### src/design/gwm_pkg.sv
`timescale 1ns / 1ps
// ----------------------------------------------------------------------------
// gwm_pkg
// shared widths, action codes, pattern character codes and the case-folding
// compare for the glob wildcard matcher
// ----------------------------------------------------------------------------
package gwm_pkg;

    localparam int PATTERN_MAX_DEF = 63;
    localparam int CFG_W           = 6;
    localparam int IDX_W           = 6;
    localparam int CHAR_W          = 16;
    localparam int ACT_W           = 2;

    localparam logic [ACT_W-1:0] ACT_LOAD = 2'd0;
    localparam logic [ACT_W-1:0] ACT_TEXT = 2'd1;
    localparam logic [ACT_W-1:0] ACT_END  = 2'd2;

    localparam logic [CHAR_W-1:0] CH_STAR    = 16'h002A;
    localparam logic [CHAR_W-1:0] CH_QUERY   = 16'h003F;
    localparam logic [CHAR_W-1:0] CH_DOT     = 16'h002E;
    localparam logic [CHAR_W-1:0] CH_UPPER_A = 16'h0041;
    localparam logic [CHAR_W-1:0] CH_UPPER_Z = 16'h005A;
    localparam logic [CHAR_W-1:0] CASE_GAP   = 16'h0020;

    typedef struct packed {
        logic step;
        logic restart;
    } t_cell_ctrl;

    function automatic logic fold_equal(logic [CHAR_W-1:0] a, logic [CHAR_W-1:0] b);
        logic ua;
        logic ub;
        ua = (a >= CH_UPPER_A) && (a <= CH_UPPER_Z);
        ub = (b >= CH_UPPER_A) && (b <= CH_UPPER_Z);
        return (a == b) || (ua && (b == a + CASE_GAP)) || (ub && (a == b + CASE_GAP));
    endfunction

endpackage

### src/design/gwm_cell.sv
`timescale 1ns / 1ps
// ----------------------------------------------------------------------------
// gwm_cell
// one pattern position: holds its pattern character and its active bit,
// matches the text character and hands the advance bit to its right neighbor
// ----------------------------------------------------------------------------
module gwm_cell
    import gwm_pkg::*;
#(
    parameter bit P_START = 1'b0
) (
    input  logic              i_clk,
    input  logic              i_rst_n,
    input  t_cell_ctrl        i_ctrl,
    input  logic              i_load,
    input  logic [CHAR_W-1:0] i_code,
    input  logic              i_in_use,
    input  logic              i_cur,
    input  logic              i_adv,
    input  logic              i_next,
    output logic              o_act,
    output logic              o_star,
    output logic              o_adv,
    output logic              o_next_raw
);

    logic [CHAR_W-1:0] r_char;
    logic              r_act;
    logic              live;
    logic              hit;

    always_ff @(posedge i_clk) begin
        if (i_load) begin
            r_char <= i_code;
        end
    end

    always_ff @(posedge i_clk) begin
        if (!i_rst_n) begin
            r_act <= P_START;
        end else if (i_ctrl.step) begin
            r_act <= i_next;
        end else if (i_ctrl.restart) begin
            r_act <= P_START;
        end
    end

    always_comb begin
        live = i_cur & i_in_use;
        if (r_char == CH_QUERY) begin
            hit = (i_code != CH_DOT);
        end else begin
            hit = fold_equal(r_char, i_code);
        end
    end

    assign o_act      = r_act;
    assign o_star     = (r_char == CH_STAR);
    assign o_adv      = live & ~o_star & hit;
    assign o_next_raw = (live & o_star) | i_adv;

endmodule

### src/design/gwm_closure.sv
`timescale 1ns / 1ps
// ----------------------------------------------------------------------------
// gwm_closure
// star closure of a position set: trims it to the pattern length and lets
// every active star reach the next position, as a log-depth prefix network
// ----------------------------------------------------------------------------
module gwm_closure
    import gwm_pkg::*;
#(
    parameter int NPOS = PATTERN_MAX_DEF + 1
) (
    input  logic [NPOS-1:0]         i_set,
    input  logic [NPOS-2:0]         i_prop,
    input  logic [$clog2(NPOS)-1:0] i_len,
    output logic [NPOS-1:0]         o_set
);

    localparam int LVL = $clog2(NPOS);

    logic [NPOS-1:0] c_lvl [LVL+1];
    logic [NPOS-1:0] p_lvl [LVL+1];

    always_comb begin
        for (int j = 0; j < NPOS; j++) begin
            c_lvl[0][j] = i_set[j] & (j <= int'(i_len));
            p_lvl[0][j] = (j >= 1) ? i_prop[(j >= 1) ? j-1 : 0] : 1'b0;
        end
        for (int k = 0; k < LVL; k++) begin
            for (int j = 0; j < NPOS; j++) begin
                if (j >= (1 << k)) begin
                    c_lvl[k+1][j] = c_lvl[k][j] | (c_lvl[k][j-(1<<k)] & p_lvl[k][j]);
                    p_lvl[k+1][j] = p_lvl[k][j] & p_lvl[k][j-(1<<k)];
                end else begin
                    c_lvl[k+1][j] = c_lvl[k][j];
                    p_lvl[k+1][j] = 1'b0;
                end
            end
        end
    end

    assign o_set = c_lvl[LVL];

endmodule

### src/design/glob_wildcard_matcher_top.sv
`timescale 1ns / 1ps
// ----------------------------------------------------------------------------
// glob_wildcard_matcher_top
// case-insensitive glob match of a streamed text against a loaded pattern,
// one cell per pattern position holding an nfa bit
//
//   channel | direction | handshake                  | word
//   --------+-----------+----------------------------+------------------------------
//   input   | in        | i_valid / o_ready          | i_action, i_pattern_index,
//           |           |                            | i_char_code
//   result  | out       | o_valid / i_ready          | o_matched
//   config  | in        | i_cfg_valid / o_cfg_ready  | i_cfg_data (pattern length)
//
// one word per cycle while o_ready is high; the set update is the cell row plus two closure networks
// a result is registered into the output slot, or into the skid slot while the output is stalled
// two result slots: o_ready drops only while both hold a result
// synchronous active-low reset, no clearing pass, config always ready
// ----------------------------------------------------------------------------
module glob_wildcard_matcher_top
    import gwm_pkg::*;
#(
    parameter int PATTERN_MAX = PATTERN_MAX_DEF
) (
    input  logic              i_clk,
    input  logic              i_rst_n,
    input  logic              i_valid,
    output logic              o_ready,
    input  logic [ACT_W-1:0]  i_action,
    input  logic [IDX_W-1:0]  i_pattern_index,
    input  logic [CHAR_W-1:0] i_char_code,
    output logic              o_valid,
    input  logic              i_ready,
    output logic              o_matched,
    input  logic              i_cfg_valid,
    output logic              o_cfg_ready,
    input  logic [CFG_W-1:0]  i_cfg_data
);

    localparam int NPOS  = PATTERN_MAX + 1;
    localparam int POS_W = $clog2(NPOS);

    logic [CFG_W-1:0] r_len_cfg;
    logic             r_act_end;
    logic             r_out_valid;
    logic             r_out;
    logic             r_skid_valid;
    logic             r_skid;

    logic             accept;
    logic             end_acc;
    t_cell_ctrl       ctrl;
    logic [POS_W-1:0] len;
    logic [NPOS-1:0]  raw_set;
    logic [NPOS-1:0]  cur_set;
    logic [NPOS-1:0]  next_raw;
    logic [NPOS-1:0]  next_set;
    logic [NPOS-2:0]  star;
    logic [NPOS-2:0]  in_use;
    logic [NPOS-2:0]  prop;
    logic [NPOS-2:0]  adv;
    logic             result;

    assign accept       = i_valid & o_ready;
    assign ctrl.step    = accept & (i_action == ACT_TEXT);
    assign ctrl.restart = accept & (i_action == ACT_END);
    assign end_acc      = ctrl.restart;

    assign len = (r_len_cfg > CFG_W'(PATTERN_MAX)) ? POS_W'(PATTERN_MAX) : POS_W'(r_len_cfg);

    always_ff @(posedge i_clk) begin
        if (!i_rst_n) begin
            r_len_cfg <= '0;
        end else if (i_cfg_valid) begin
            r_len_cfg <= i_cfg_data;
        end
    end

    for (genvar i = 0; i < PATTERN_MAX; i++) begin : g_cell
        assign in_use[i] = (i < int'(len));
        assign prop[i]   = star[i] & in_use[i];

        gwm_cell #(
            .P_START (i == 0)
        ) u_cell (
            .i_clk      (i_clk),
            .i_rst_n    (i_rst_n),
            .i_ctrl     (ctrl),
            .i_load     (accept && (i_action == ACT_LOAD)
                         && (i_pattern_index == IDX_W'(i))),
            .i_code     (i_char_code),
            .i_in_use   (in_use[i]),
            .i_cur      (cur_set[i]),
            .i_adv      ((i == 0) ? 1'b0 : adv[(i == 0) ? 0 : i-1]),
            .i_next     (next_set[i]),
            .o_act      (raw_set[i]),
            .o_star     (star[i]),
            .o_adv      (adv[i]),
            .o_next_raw (next_raw[i])
        );
    end

    assign raw_set[PATTERN_MAX]  = r_act_end;
    assign next_raw[PATTERN_MAX] = adv[PATTERN_MAX-1];

    gwm_closure #(.NPOS(NPOS)) u_close_cur (
        .i_set  (raw_set),
        .i_prop (prop),
        .i_len  (len),
        .o_set  (cur_set)
    );

    gwm_closure #(.NPOS(NPOS)) u_close_next (
        .i_set  (next_raw),
        .i_prop (prop),
        .i_len  (len),
        .o_set  (next_set)
    );

    assign result = cur_set[len];

    always_ff @(posedge i_clk) begin
        if (!i_rst_n) begin
            r_act_end <= 1'b0;
        end else if (ctrl.step) begin
            r_act_end <= next_set[PATTERN_MAX];
        end else if (ctrl.restart) begin
            r_act_end <= 1'b0;
        end
    end

    // two-slot result buffer
    always_ff @(posedge i_clk) begin
        if (!i_rst_n) begin
            r_out_valid  <= 1'b0;
            r_skid_valid <= 1'b0;
        end else if (!r_out_valid || i_ready) begin
            if (r_skid_valid) begin
                r_out_valid  <= 1'b1;
                r_out        <= r_skid;
                r_skid_valid <= 1'b0;
            end else begin
                r_out_valid <= end_acc;
                r_out       <= result;
            end
        end else if (end_acc) begin
            r_skid_valid <= 1'b1;
            r_skid       <= result;
        end
    end

    assign o_ready     = ~r_skid_valid;
    assign o_valid     = r_out_valid;
    assign o_matched   = r_out;
    assign o_cfg_ready = 1'b1;

endmodule

### config.mk
export PLATFORM = sky130hd
export DESIGN_NAME = glob_wildcard_matcher_top
export DESIGN_NICKNAME = d
export VERILOG_FILES = /design/src/design/gwm_pkg.sv /design/src/design/gwm_cell.sv /design/src/design/gwm_closure.sv /design/src/design/glob_wildcard_matcher_top.sv
export SDC_FILE = /design/constraint.sdc
export NUM_CORES = 2
export LEC_CHECK = 0
export BUFFER_PORTS_ARGS = -buffer_cell sky130_fd_sc_hd__buf_4
export CAP_MARGIN = 25
export CORE_ASPECT_RATIO = 1.25
export CORE_MARGIN = 2
export CORE_UTILIZATION = 41
export CTS_CLUSTER_SIZE = 20
export DETAILED_ROUTE_END_ITERATION = 6
export PLACE_DENSITY = 0.57
export SYNTH_ARGS = -nofsm -noshare
export SYNTH_HDL_FRONTEND = slang
export SYNTH_SLANG_ARGS = --single-unit
### constraint.sdc
create_clock -name i_clk -period 6.2 [get_ports i_clk]
set_input_delay 0.62 -clock i_clk [delete_from_list [all_inputs] [get_ports i_clk]]
set_output_delay 0.62 -clock i_clk [all_outputs]
set_load 0.01 [all_outputs]
# --- Word-level counts from Yosys, hierarchy flattened ---
# Cells that the tools add are included.
op_classes:
  n_eq_ne: 380
  n_addsub: 64
  n_div: 0
  magnitude_cmp: 256
  mux: 134
  mul: 0
  reduce_logical: 388
  n_bitwise: 2114
  n_shift: 0
ops:
  columns: ["cell", "n"]
  rows:
  - ["$eq 16x16->1", 189]
  - ["$eq 16x6->1 const B", 126]
  - ["$and 1x1->1", 1344]
  - ["$add 16x6->16 const B", 64]
  - ["$ge 16x7->1 const B", 64]
  - ["$le 16x7->1 const B", 64]
  - ["$or 1x1->1", 704]
  - ["$logic_and 1x1->1", 254]
  - ["$le 6x6->1 const A", 32]
  - ["$eq 6x6->1 const B", 31]
  - ["$lt 6x6->1 const A", 31]
  - ["$mux 1", 132]
  - ["$logic_or 1x1->1", 127]
  - ["$eq 6x5->1 const B", 16]
  - ["$le 5x6->1 const A", 16]
  - ["$lt 5x6->1 const A", 16]
  - ["$not 1->1", 66]
  - ["$eq 6x4->1 const B", 8]
  - ["$le 4x6->1 const A", 8]
  - ["$lt 4x6->1 const A", 8]
  - ["$eq 6x3->1 const B", 4]
  - ["$le 3x6->1 const A", 4]
  - ["$lt 3x6->1 const A", 4]
  - ["$ne 16x6->1 const B", 1]
  - ["other kinds (19)", 23]
word_totals:
  reg_bits: 1082
  memories: 0
  mem_bits_ro: 0
  mem_bits_rw: 0
  inputBits: 35
  latch_bits: 0

# --- Depth between registers and ports, before layout ---
depth:
  word_depth: 31
  depth_mapped: 27
  ltp_nobuf: 22

# --- Hierarchy ---
# Synthesis repeated with hierarchy kept, for this count alone.
unflattened:
  hier_cells: 9450
  area_unflattened_um2: 86414.1
modules_own_cells:
  columns: ["mod", "area_each_um2", "cells_per_inst", "n_inst"]
  rows:
  - ["gwm_cell at g_cell[10].u_cell ...", 1238.7, 128, 62]
  - ["gwm_closure at u_close_next", 3423.3, 562, 1]
  - ["gwm_closure at u_close_cur", 2544.9, 438, 1]
  - ["glob_wildcard_matcher_top", 2411.1, 386, 1]
  - ["gwm_cell at g_cell[0].u_cell", 1236.2, 128, 1]

# --- Least setup slack after synthesis ---
# OpenSTA, ideal clock, no wires.
synth_timing:
  path_kind: "in2reg"
  startpoint: "input port i_char_code[5]"
  endpoint: "register g_cell[62].u_cell.r_act"
  path_slack_ns: 0.722
  n_path_buf: 7
  arrival_time_ns: 5.398
  path_stages: 22
  cell_sequence: "ha_1 buf_2 buf_1 buf_2 buf_1 buf_2 buf_1 buf_1 xnor2_1 nand3_1 a2111oi_0 nand4_1 nor4_1 nor3_1 nor4_1 inv_1 a21oi_1 a21oi_1 o21ai_0 a21oi_1 a21o_1 a211oi_2"
synth_between:
  elab_chain_cells: 20
  elab_cells_between_ends: 811
  cone_classes: "1 x add/sub; 2 x order compare; 187 x eq/ne; 63 x mux; 309 x bitwise; 249 x reduce/logical"
synth_rtl:
  columns: ["element", "line_no", "text"]
  rows:
  - ["start: declaration", "glob_wildcard_matcher_top.sv:30", "input logic [CHAR_W-1:0] i_char_code,"]
  - ["$add 16x6->16, or another cell as far along", "gwm_pkg.sv:36", "return (a == b) || (ua && (b == a + CASE_GAP)) || (ub && (a == b + CASE_GAP));"]
  - ["$eq 16x16->1, or another cell as far along", "gwm_pkg.sv:36", null]
  - ["$logic_and 1x1->1 or $logic_or 1x1->1 (tied branches)", "gwm_pkg.sv:36", null]
  - ["$logic_or 1x1->1", "gwm_pkg.sv:36", null]
  - ["$mux 1", "gwm_cell.sv:50", "if (r_char == CH_QUERY) begin"]
  - ["$and 1x1->1", "gwm_cell.sv:59", "assign o_adv = live & ~o_star & hit;"]
  - ["$or 1x1->1", "gwm_cell.sv:60", "assign o_next_raw = (live & o_star) | i_adv;"]
  - ["$and 1x1->1", "gwm_closure.sv:25", "c_lvl[0][j] = i_set[j] & (j <= int'(i_len));"]
  - ["[4 not listed]", null, null]
  - ["$and 1x1->1 or $or 1x1->1 (tied branches)", "gwm_closure.sv:31", "c_lvl[k+1][j] = c_lvl[k][j] | (c_lvl[k][j-(1<<k)] & p_lvl[k][j]);"]
  - ["$or 1x1->1 or $and 1x1->1 (tied branches)", "gwm_closure.sv:31", null]
  - ["$and 1x1->1 or $or 1x1->1 (tied branches)", "gwm_closure.sv:31", null]
  - ["$or 1x1->1 or $and 1x1->1 (tied branches)", "gwm_closure.sv:31", null]
  - ["$and 1x1->1 or $or 1x1->1 (tied branches)", "gwm_closure.sv:31", null]
  - ["$or 1x1->1 or $and 1x1->1 (tied branches)", "gwm_closure.sv:31", null]
  - ["$or 1x1->1 *", "gwm_closure.sv:31", null]
  - ["$mux 1 *", "gwm_cell.sv:41", "end else if (i_ctrl.step) begin"]
  - ["end signal: assignment", "gwm_cell.sv:42", "r_act <= i_next;"]
  - ["end: declaration", "gwm_cell.sv:28", "logic r_act;"]
# Mark *: on every way between the ends. The rest lies on a longest branch, timed or not.
# A chain may end at the register's enable or synchronous reset.

# --- Worst setup path in the final report ---
layout_timing:
  startpoint: "register g_cell[22].u_cell.r_char[8]"
  endpoint: "register r_act_end"
layout_between:
  elab_chain_cells: 27
  elab_cells_between_ends: 580
  cone_classes: "1 x add/sub; 2 x order compare; 5 x eq/ne; 2 x mux; 565 x bitwise; 5 x reduce/logical"
layout_rtl:
  columns: ["element", "line_no", "text"]
  rows:
  - ["start: declaration", "gwm_cell.sv:27", "logic [CHAR_W-1:0] r_char;"]
  - ["start signal: assignment", "gwm_cell.sv:34", "r_char <= i_code;"]
  - ["$eq 16x6->1", "gwm_cell.sv:58", "assign o_star = (r_char == CH_STAR);"]
  - ["$and 1x1->1", "glob_wildcard_matcher_top.sv:80", "assign prop[i] = star[i] & in_use[i];"]
  - ["$and 1x1->1, on equally long branches", "gwm_closure.sv:31, gwm_closure.sv:32", null]
  - ["$or 1x1->1, or another cell as far along", "gwm_closure.sv:31", null]
  - ["$and 1x1->1 or $or 1x1->1 (tied branches)", "gwm_closure.sv:31", null]
  - ["$or 1x1->1 or $and 1x1->1 (tied branches)", "gwm_closure.sv:31", null]
  - ["$and 1x1->1 or $or 1x1->1 (tied branches)", "gwm_closure.sv:31", null]
  - ["$or 1x1->1 or $and 1x1->1 (tied branches)", "gwm_closure.sv:31", null]
  - ["[9 not listed]", null, null]
  - ["$and 1x1->1, or another cell as far along", "gwm_closure.sv:25", null]
  - ["$and 1x1->1 or $or 1x1->1 (tied branches)", "gwm_closure.sv:31", null]
  - ["$or 1x1->1 or $and 1x1->1 (tied branches) (3 in a row)", "gwm_closure.sv:31", null]
  - ["$and 1x1->1 or $or 1x1->1 (tied branches)", "gwm_closure.sv:31", null]
  - ["$or 1x1->1 or $and 1x1->1 (tied branches)", "gwm_closure.sv:31", null]
  - ["$or 1x1->1", "gwm_closure.sv:31", null]
  - ["$or 1x1->1 *", "gwm_closure.sv:31", null]
  - ["$mux 1 *", "glob_wildcard_matcher_top.sv:124", "end else if (ctrl.step) begin"]
  - ["end signal: assignment", "glob_wildcard_matcher_top.sv:125", "r_act_end <= next_set[PATTERN_MAX];"]
  - ["end: declaration", "glob_wildcard_matcher_top.sv:43", "logic r_act_end;"]
# Marks and branches as above.

==> flow_metrics.tcl <==
set metrics [dict create \
    htree_levels 4 \
    r2r_slack_ns 0.10 \
    period_minus_slack_ns 6.10 \
    reg2reg_to "r_act_end$_SDFFE_PN0P_" \
    synth_area_sq_um 84400 \
    dp_hpwl_mm 328 \
    num-fill-cells 19500 \
    track_usage_pct 39.7 \
    crit_end "r_act_end$_SDFFE_PN0P_" \
    drt_iter0_markers 9544 \
    cts_buffer_depth 3 \
    yosysSeqAreaShare_pct 37.6 \
    cts-buffers-inserted 133 \
    crit_path_start "g_cell[22].u_cell.r_char[8]$_DFFE_PP_" \
    reg2reg_from "g_cell[22].u_cell.r_char[8]$_DFFE_PP_" \
    num_rows 186 \
    final_area_sq_um 101000 \
    place_congestion 1.07 \
    synth.top_cell.area_share_pct 35.9 \
    totalWireLength_mm 431 \
    power.density_nw_per_um2 185 \
    grt-ovfl-total 0 \
    multi_input_area_sq_um 50400 \
    drv_slew 0 \
    setup-tns-final_ns 0 \
    synth.top_cells.by_count "1025 x xnor2_1, 1010 x edfxtp_1, 754 x nor2_1" \
    synth_area_leaders "edfxtp_1 36%, xnor2_1 11%, xor2_1 7.6%, nor2_1 3.4%, nand2_1 3.3%" \
    drc 0 \
    power_mw 18.6 \
    cts-root-buf "clkbuf_16" \
    io_pins 39 \
    seq_area_sq_um 31800 \
    syn_nets 9585 \
    firstDrtPassIters 6 \
    setup_viol 0 \
    clkLatencyLatePin_ns 0.85 \
    die_h_microns 511 \
    fin_skew_ns 0.0259 \
    drive_gt1_share_pct 15.7 \
    grt_max_degree 71 \
    cp-end-kind "flip-flop" \
    critPathSlowestCell "or4_4" \
    rsz0062_at_grt "false" \
    clk_pin_slew_ns 0.06 \
    outcome "finished, final reports clean" \
    nets 10400 \
    grt_pass1_wl_mm 598 \
    holdCritPathClass "in2reg" \
    max_stage_delay_ns 0.61 \
    fmax_mhz 164 \
    avgSynthCellArea_sq_um 8.90 \
    worst-setup-path-type "reg2reg" \
    ys.flop_type "edfxtp_1" \
    maxCapViolCount 0 \
    detail-route-antenna-nets 0 \
    path_max_fanout 7 \
    die_area_sq_um 209000 \
    cp.arrival_ns 6.86 \
    min_delay_path_depth 3 \
    initial_core_util_pct 41.2 \
    yosysWarnings 0 \
    async_flop_share_pct 0 \
    synth_edf_count 1010 \
    worstRegToRegCells 21 \
    grt_pass1_vias 80100 \
    worstMarginPinSlew_ns 1.11 \
    wl_per_cell_microns 32.7 \
    synth.most_common_cell "xnor2_1" \
    syn_to_final_growth_pct 19.1 \
    ys_ff_latch 1082 \
    die-width_microns 410 \
    via_per_inst 6.44 \
    vias 84700 \
    max_slew_margin_pct 25.6 \
    synth_cell_types 118 \
    antenna_found_initial 31 \
    fin_crit_sh_pct 98.3 \
    worstSetupStartpointType "flip-flop" \
    required_ns 6.96 \
    ir_drop_v 0.000322 \
    io_buffers 37 \
    clock-sinks 1082 \
    dpl_cell_area_sq_um 95800 \
    cellLeakagePower_nw 32.4 \
    crit_path_cell_trace "or4_1, or4_4, or3_4, nor2_8, nand3_4, or3_1, o32a_4, o21ai_4, a21oi_2, o21ai_4, a211o_2, a21oi_2, o31a_1, nor3_1, o21ai_1, nand2_1, a21oi_1, o21a_1, o221ai_1, nor2_1, a211oi_2" \
    syn_inst 9486 \
    cts_tree "built" \
    core-area_sq_um 205000 \
    yosys.area.top_type "edfxtp_1" \
    finalHoldViolCount 0 \
]
-- timing repair --
action	4_1_cts	5_1_grt
endpoints found under the setup margin	25	18
setup buffers	0	9
hold buffers	0	0
gates cloned	0	0
gates resized for setup	12	42
pin swaps	1	11
-- per-stage QoR --
stage                     util, %  hold WS (ns)  std cells  worst slack (ns)
after floorplan                 -         0.432       9486             0.722
after CTS                    48.9        0.0127      13100           -0.0183
after global placement       46.7         0.455      12900            -0.815
after detailed placement     46.7         0.459      12900            -0.813
final                        49.0        0.0507      13200             0.103
after global routing         49.0        0.0742      13100            0.0109
-- registers in the layout, indices dropped and copies added (netlist names) --
| signal | flops |
|---|---|
| g_cell.u_cell.r_char | 1008 |
| o_valid | 1 |
| o_matched | 1 |
| r_act_end | 1 |
| r_skid_valid | 1 |
| r_skid | 1 |
| r_len_cfg | 6 |
| g_cell.u_cell.o_act | 63 |
-- kinds of logic after synthesis --
| group | share of synthesized area, % |
|---|---|
| xor+xnor | 18.3 |
| fa+ha+maj | 0.961 |
| buf+inv | 3.16 |
| compound gates | 15.2 |
| other cells | 0.00444 |
| simple gates | 24.1 |
| flops | 37.6 |
| mux | 0.614 |
-- critical path: cells and delay by family (launching register included) --
kind             cells  cell delay, ns
AND/OR/NAND/NOR      9            2.98
AO/OA/AOI/OAI       12            2.56
flip-flops           1            0.46
-- power by group --
part	internal, mW	switching, mW	leakage [nW]
combinational	0.837	1.74	20.7
clock	4.53	3.50	2.09
sequential	7.99	0.0188	9.66
-- worst min path at each step --
stage | start | endpoint | slack [ns]
floorplan | g_cell[26].u_cell.o_act$_SDFFE_PN0P_ | g_cell[26].u_cell.o_act$_SDFFE_PN0P_ | 0.43
global placement | g_cell[38].u_cell.o_act$_SDFFE_PN0P_ | g_cell[38].u_cell.o_act$_SDFFE_PN0P_ | 0.46
detailed placement | g_cell[38].u_cell.o_act$_SDFFE_PN0P_ | g_cell[38].u_cell.o_act$_SDFFE_PN0P_ | 0.46
CTS | i_cfg_data[5] | r_len_cfg[5]$_SDFFE_PN0P_ | 0.01
global route | i_cfg_data[5] | r_len_cfg[5]$_SDFFE_PN0P_ | 0.07
finish | i_cfg_data[5] | r_len_cfg[5]$_SDFFE_PN0P_ | 0.05
-- cell usage in the layout (no fill, tap or decap), types with 51 or more instances in the layout --
cell	netlist	routed
o31ai_1	74	72
o21ai_0	421	416
a21oi_1	499	494
nand2b_1	66	66
and2_1	75	74
nor2_1	754	743
buf_12	0	64
buf_4	4	1136
nor2b_1	63	63
xnor2_1	1025	1021
nor4_1	315	307
o211ai_1	87	87
ha_1	64	63
nor3_1	446	442
edfxtp_1	1010	1010
nand3_1	532	526
inv_1	104	99
a21o_1	51	51
or3_1	121	121
o22ai_1	72	72
nand2_1	743	737
clkbuf_16	0	139
nand4_1	305	305
o21a_1	55	55
and3_1	109	107
xor2_1	728	727
a31oi_1	132	130
or4_1	89	87
dfxtp_1	72	67
a211oi_1	65	60
-- layer usage --
metal	GRT usage, %	routed length, microns	up-vias
met4	30.3	38700	10
li1	-	-	37200
met3	6.46	34500	1195
met1	48.4	163000	41800
met5	0	66	-
met2	62.7	194000	4549
-- layout make-up --
type | count | share of cell area, %
clock inverters | 78 | 0.744
flip-flops and latches | 1082 | 31.6
multi-input cells | 7749 | 50.2
diodes | 23 | 0.0572
inverters | 108 | 0.406
well taps | 2726 | 3.39
clock buffers | 163 | 3.57
repair buffers | 1221 | 10.1
No activity file was read; power rests on OpenSTA's default activity.
